===== config.mk =====
export PLATFORM = sky130hd
export DESIGN_NAME = tkd_div_cell
export DESIGN_NICKNAME = d
export VERILOG_FILES = /design/src/hdl/tkd_pkg.sv /design/src/hdl/tkd_div_cell.sv
export SDC_FILE = /design/constraint.sdc
export NUM_CORES = 1
export LEC_CHECK = 0
export ABC_AREA = 1
export BUFFER_PORTS_ARGS = -buffer_cell sky130_fd_sc_hd__buf_2
export CAP_MARGIN = 10
export CELL_PAD_IN_SITES_DETAIL_PLACEMENT = 1
export CELL_PAD_IN_SITES_GLOBAL_PLACEMENT = 1
export CORE_UTILIZATION = 33
export CTS_BUF_LIST = sky130_fd_sc_hd__clkbuf_4 sky130_fd_sc_hd__clkbuf_8 sky130_fd_sc_hd__clkbuf_16
export DETAILED_ROUTE_END_ITERATION = 8
export GPL_ROUTABILITY_DRIVEN = 0
export PLACE_DENSITY_LB_ADDON = 0.05
export REMOVE_ABC_BUFFERS = 1
export SYNTH_ARGS = -nofsm -noshare
export SYNTH_HDL_FRONTEND = slang
export SYNTH_SLANG_ARGS = --single-unit
export TNS_END_PERCENT = 1

===== constraint.sdc =====
create_clock -name clk -period 2.2 [get_ports clk]
set_clock_uncertainty 0.05 [all_clocks]
set_input_delay 0 -clock clk [delete_from_list [all_inputs] [get_ports clk]]
set_output_delay 0 -clock clk [all_outputs]
set_load 0.01 [all_outputs]

===== src/hdl/tkd_pkg.sv =====
`timescale 1ns / 1ps
`default_nettype none
// ----------------------------------------------------------------------------
// tkd_pkg
// Shared types and constants of the triangular kernel cdf/pdf core.
// ----------------------------------------------------------------------------
package tkd_pkg;

  localparam int SCNT_W = 11;  // sample_count register
  localparam int DELTA_W = 31;  // delta register
  localparam int CDF_W = 27;
  localparam int PDF_W = 32;
  localparam logic [DELTA_W-1:0] DELTA_RESET = 31'd65536;
  localparam logic [CDF_W-1:0] CDF_MAX = {CDF_W{1'b1}};
  localparam logic [PDF_W-1:0] PDF_MAX = {PDF_W{1'b1}};

  // register indexes
  localparam logic REG_SAMPLE_COUNT = 1'b0;
  localparam logic REG_DELTA = 1'b1;

  // item modes
  localparam logic MODE_WRITE = 1'b0;
  localparam logic MODE_QUERY = 1'b1;

  typedef struct packed {
    logic               mode;
    logic [9:0]         slot;
    logic signed [31:0] value;
    logic               last_query;
  } in_item_t;

  typedef struct packed {
    logic [10:0]      count_below;
    logic [CDF_W-1:0] cdf_sum;
    logic [PDF_W-1:0] pdf_sum;
    logic             last_result;
  } out_item_t;

  // control that travels along the divider chain
  typedef struct packed {
    logic valid;
    logic full;  // all cells step; otherwise only the upper cells
  } div_ctl_t;

endpackage
`default_nettype wire


===== src/hdl/tkd_div_cell.sv =====
`timescale 1ns / 1ps
`default_nettype none
// ----------------------------------------------------------------------------
// tkd_div_cell
// One restoring-division step; cells below FRAC_BITS step only on full items.
// ----------------------------------------------------------------------------
module tkd_div_cell
  import tkd_pkg::*;
#(
  parameter int FRAC_BITS = 16,
  parameter int IDX = 0
) (
  input  wire logic                     clk,
  input  wire logic                     rst_n,
  input  wire logic [DELTA_W-1:0]       divisor,
  input  wire div_ctl_t                 ctl_i,
  input  wire logic [DELTA_W-1:0]       rem_i,
  input  wire logic [2*FRAC_BITS:0]     pend_i,
  input  wire logic [2*FRAC_BITS:0]     quo_i,
  output div_ctl_t                      ctl_o,
  output logic      [DELTA_W-1:0]       rem_o,
  output logic      [2*FRAC_BITS:0]     pend_o,
  output logic      [2*FRAC_BITS:0]     quo_o
);

  localparam int QW = 2 * FRAC_BITS + 1;
  localparam bit UPPER = (IDX >= FRAC_BITS);

  logic [DELTA_W:0]   trial;
  logic               ge;
  logic               act;
  div_ctl_t           ctl_nxt;
  logic [DELTA_W-1:0] rem_nxt;
  logic [QW-1:0]      pend_nxt;
  logic [QW-1:0]      quo_nxt;

  always_comb begin
    trial = {rem_i, pend_i[QW-1]};
    ge = (trial >= {1'b0, divisor});
    act = ctl_i.full || UPPER;
    ctl_nxt = ctl_i;
    rem_nxt = rem_i;
    pend_nxt = pend_i;
    quo_nxt = quo_i;
    if (act) begin
      rem_nxt = ge ? DELTA_W'(trial - {1'b0, divisor}) : DELTA_W'(trial);
      pend_nxt = {pend_i[QW-2:0], 1'b0};
      quo_nxt = {quo_i[QW-2:0], ge};
    end
  end

  always_ff @(posedge clk) begin
    if (!rst_n) begin
      ctl_o <= '0;
    end else begin
      ctl_o <= ctl_nxt;
    end
    rem_o <= rem_nxt;
    pend_o <= pend_nxt;
    quo_o <= quo_nxt;
  end

endmodule
`default_nettype wire


# Word-level counts from Yosys, hierarchy flattened
# Cells that the tools add are included.
dict set report totals {
  ff_bits 99
  latchBits 0
  ramBits 0
  romBits 0
  in_bits 132
  out_inout_bits 99
  word_cells 12
  n_memories 0
}
dict set report classes {
  addsub 1
  mul 0
  div 0
  order_cmp 1
  n_eq_ne 0
  shifts 0
  n_mux 4
  bitwise 0
  reduce_logical 0
}
# op count
set ops {}
lappend ops {{two-way mux 33 bit} 2}
lappend ops {{two-way mux 31 bit} 2}
lappend ops {{>= comparator 32 x 31 -> 1 bit} 1}
lappend ops {{subtractor 31 bit} 1}

# Depth between registers and ports, before layout
dict set report logic_depth {
  depth_word 3
  mapped_depth 17
  ltp_nobuf 16
}

# Worst setup path after synthesis
# OpenSTA, ideal clock, no wires.
dict set report synth_path {
  kind {input -> register}
  startpoint {input port pend_i[32]}
  endpoint {register rem_o[15]}
  setup_ps 114
  t_arrival_ps 1586
  required_time_ps 2036
  setup_slack_ps 450
  cell_stages 16
  path_buffers 1
  cell_sequence {inv_1 ha_1 fa_1 inv_1 nand2_1 nand2_1 nand3_2 nand2_2 nand2_2 nand3_2 nand2_4 nand2_8 buf_6 nand2_1 nand3_1 nand2_1}
}
dict set report synth_via {
  elab_chain_len 3
  word_cells_on_any_way 4
  cone_classes {add/sub (1); order compare (1); mux (2)}
}
# element line_no
set synth_rtl {}
lappend synth_rtl {{from (decl)} tkd_div_cell.sv:18} ;# input wire logic [2*FRAC_BITS:0] pend_i,
lappend synth_rtl {{subtractor 31 bit or >= comparator 32 x 31 -> 1 bit (tied branches)} {tkd_div_cell.sv:46, tkd_div_cell.sv:39}}
lappend synth_rtl {{two-way mux 31 bit *} tkd_div_cell.sv:46} ;# rem_nxt = ge ? DELTA_W'(trial - {1'b0, divisor}) : DELTA_W'(trial);
lappend synth_rtl {{two-way mux 31 bit *} tkd_div_cell.sv:45} ;# if (act) begin
lappend synth_rtl {{net rem_nxt[15]} tkd_div_cell.sv:33} ;# logic [DELTA_W-1:0] rem_nxt;
lappend synth_rtl {{to (signal assigned)} tkd_div_cell.sv:58} ;# rem_o <= rem_nxt;
lappend synth_rtl {{to (decl)} tkd_div_cell.sv:21} ;# output logic [DELTA_W-1:0] rem_o,
# Mark *: on every way through the listed nets, which the timed path passes. The rest lies on a longest branch.
# A chain may end at the register's enable or synchronous reset.

# Final worst setup path
dict set report layout_path {
  startpoint {input port rem_i[24]}
  endpoint {register rem_o[19]}
}
dict set report layout_via {
  elab_chain_len 3
}
# element line_no
set layout_rtl {}
lappend layout_rtl {{from (decl)} tkd_div_cell.sv:17} ;# input wire logic [DELTA_W-1:0] rem_i,
lappend layout_rtl {{>= comparator 32 x 31 -> 1 bit} tkd_div_cell.sv:39} ;# ge = (trial >= {1'b0, divisor});
lappend layout_rtl {{two-way mux 31 bit} tkd_div_cell.sv:46}
lappend layout_rtl {{two-way mux 31 bit} tkd_div_cell.sv:45}
lappend layout_rtl {{net rem_nxt[19]} tkd_div_cell.sv:33}
# The timed path passes the listed nets, and every way through them passes these cells.

==> impl_metrics.py <==
metrics = {
    "placed_design": {
        "pre_cts_ws_ps": 67.8,
        "place_hpwl_um": 18000,
        "io_buffer_count": 230,
        "dp_cells": 1465,
        "placed_cell_area_um2": 7650,
    },
    "layout": {
        "syn_to_final_growth_pct": 52.1,
        "final_area_um2": 9500,
        "final_common_cell": "nand2_1",
        "nets": 1542,
        "fillers": 2487,
        "final_cell_mix": "nand2_1 (405), buf_2 (227), inv_1 (193), dlygate4sd3_1 (124), dfxtp_1 (99)",
        "layout-drive-gt1-share_pct": 23.8,
        "final_cells": 1613,
    },
    "logic_synthesis": {
        "synth-seq-area-share_pct": 31.7,
        "yosysWarningCount": 0,
        "ys_types": 36,
        "syn_area_per_cell_um2": 6.11,
        "ys_top_cells_by_area": "dfxtp_1 (32%), nand2_1 (25%), inv_1 (12%)",
        "syn-cell-area_um2": 6250,
        "synth_top_area_share_pct": 31.7,
        "syn_inst": 1022,
        "synth-seq-cells": 99,
        "netlist.top_cell.by_area": "dfxtp_1",
    },
    "global_routing": {
        "grt_max_degree": 74,
        "grt_antenna_before_repair": 1,
        "grt_pass1_wl_um": 40600,
        "grt_usage_pct": 26.5,
        "grt_overflow_total": 0,
        "grt-busiest-layer": "met2",
        "grt.met3_usage_pct": 3.82,
        "grt_pass1_vias": 7907,
        "grt_use_met2_pct": 47.5,
        "met1_usage_pct": 32.7,
    },
    "detailed_routing": {
        "dr.pass1.iters": 4,
        "routedWlPerCell_um": 16.2,
        "drtAntennaViolNets": 0,
        "route.detailed.drc": 0,
        "vias_per_cell": 4.66,
        "dr_total_vias": 7523,
        "wl_um": 26100,
        "drt_iter0_drc": 290,
    },
    "clock_network": {
        "clkSinkCount": 99,
        "clockBufferDepth": 2,
        "h-tree-depth": 3,
        "cts_tree": "yes",
        "root_buffer": "clkbuf_16",
        "cts_buffers": 9,
        "clkTransAtPathRegs_ps": 80,
    },
    "timing": {
        "hold_viol": 0,
        "tightestPinTransition_ps": 406,
        "setup_viol": 0,
        "slew_viol_final": 0,
        "holdWs_ps": 87.5,
        "fin_crit_sh_pct": 97.3,
        "finalSetupTns_ps": 0,
        "rsz0062_at_grt": "yes",
        "max_slew_margin_pct": 73.0,
        "fin_crit_ps": 2140,
        "max_freq_ghz": 0.467,
        "worst_slack_ps": 58.7,
    },
    "floorplan": {
        "die_area_um2": 19500,
        "placeableCoreArea_um2": 18300,
        "initial_core_util_pct": 34.2,
        "num_rows": 49,
        "dieWidth_um": 140,
        "io-pin-count": 231,
        "die_h_um": 140,
    },
    "setup_path": {
        "cp_common_cell": "nand2_1",
        "crit_buf_inv": 3,
        "worstSetupStartpointType": "input pin",
        "endpoint_kind": "flop",
        "cp_slowest_cell": "dlygate4sd3_1",
        "crit_chain": "dlygate4sd3_1, buf_2, ha_1, a21oi_1, nor2_1, o21ai_1, nand2_1, nor2_8, nand2_8, buf_12, nand2_4, nand2_2, nand2_1, nand2_1",
        "cp.arrival_ps": 2340,
        "required_ps": 2400,
        "cpPeakStageDelay_ps": 540,
        "crit_family": "simple AND/OR/NAND/NOR gates",
        "setup.worst_path.class": "input pin to flop",
        "worst-path-max-fanout": 7,
    },
    "power_and_ir_drop": {
        "powerDensity_nw_per_um2": 567,
        "ir_drop_mv": 0.320,
        "p_leak_nw": 5.40,
    },
    "hold_path": {
        "min_path_type": "input pin to flop",
        "hp-start": "divisor[0]",
        "min_path_cells": 4,
        "hold_end": "rem_o[0]$_DFF_P_",
    },
    "outcome": {
        "outcome": "complete, no violations",
    },
    "flow_run": {
        "maxCapViolations": 0,
    },
}
-- synth_stat cells --
master	number
o21ai_1	6
xor2_1	10
nor2_8	1
or2_0	1
xnor2_1	2
dfxtp_1	99
nand2_4	1
fa_1	1
nand2_1	416
nor3_2	1
nand4_1	9
nor2_4	4
and2_1	4
clkbuf_1	19
nand3b_1	9
nor4_1	1
clkinv_1	2
o21bai_1	1
buf_1	1
inv_2	1
nor2_1	38
o21ai_0	62
inv_1	194
buf_6	2
a21oi_2	1
a21oi_1	19
buf_2	3
buf_12	1
nand3_1	56
nand2_2	15
ha_1	31
nor2_2	4
nand2_8	2
nor3_1	2
or2_1	1
nand3_2	2
-- final cells by class --
cell class	instances	area (um2)	area share [%]
timing repair buffer	368	2590	27.2
tap	229	287	3.02
antenna	1	2.50	0.0263
clock inverter	6	47.5	0.501
inverter	197	739	7.78
multi-input combinational	703	3620	38.1
sequential	99	1980	20.9
clock buffer	10	233	2.45
-- per-layer routing --
metal	vias to the layer above	share of wire, %
li1	3793	-
met1	3510	44
met2	180	50
met3	40	3.6
met4	0	2.5
met5	-	0
-- power breakdown --
part / internal (mW) / total (mW) / switching (mW) / leakage, nW
logic: 0.774 / 1.83 / 1.05 / 4.42
registers: 1.97 / 2.02 / 0.0523 / 0.834
clock network: 0.794 / 1.53 / 0.738 / 0.137
total: 3.54 / 5.38 / 1.84 / 5.40
-- flip-flops by register name, indices dropped and copies added (netlist names) --
signal  cells
pend_o     33
ctl_o       2
rem_o      31
quo_o      33
-- worst max-delay path by stage --
stage	cells after the start	startpoint	endpoint	slack, ps
finish	14	rem_i[24]	rem_o[19]$_DFF_P_	60
global route	14	rem_i[7]	rem_o[17]$_DFF_P_	-40
CTS	14	rem_i[22]	rem_o[16]$_DFF_P_	8
detailed placement	17	pend_i[32]	rem_o[17]$_DFF_P_	70
global placement	17	pend_i[32]	rem_o[29]$_DFF_P_	170
floorplan	4	ctl_i[0]	rem_o[0]$_DFF_P_	180
-- through the flow --
stage	power, mW	util (%)
detailed placement	3.56	41.9
global placement	3.54	41.9
CTS	5.31	50.2
floorplan	2.93	-
finish	5.38	52.0
global route	5.71	52.0
-- repair_timing --
item,4_1_cts,5_1_grt
hold buffers,124,0
gates resized for setup,0,49
hold endpoints to repair,99,0
setup buffers,0,4
setup endpoints to repair,0,32
-- logic make-up (layout without fill, tap and decap cells) --
| kind of cell | count (synthesis) | in the layout | share of synthesized area (%) |
|---|---|---|---|
| AO/OA/AOI/OAI | 89 | 89 | 7.23 |
| XOR/XNOR | 12 | 12 | 1.68 |
| adder cells (fa/ha/maj) | 32 | 32 | 6.53 |
| buffers and inverters | 223 | 581 | 14.0 |
| flip-flops | 99 | 99 | 31.7 |
| other | 0 | 1 | 0 |
| AND/OR/NAND/NOR | 567 | 570 | 38.9 |
No activity file was read; power rests on OpenSTA's default activity.
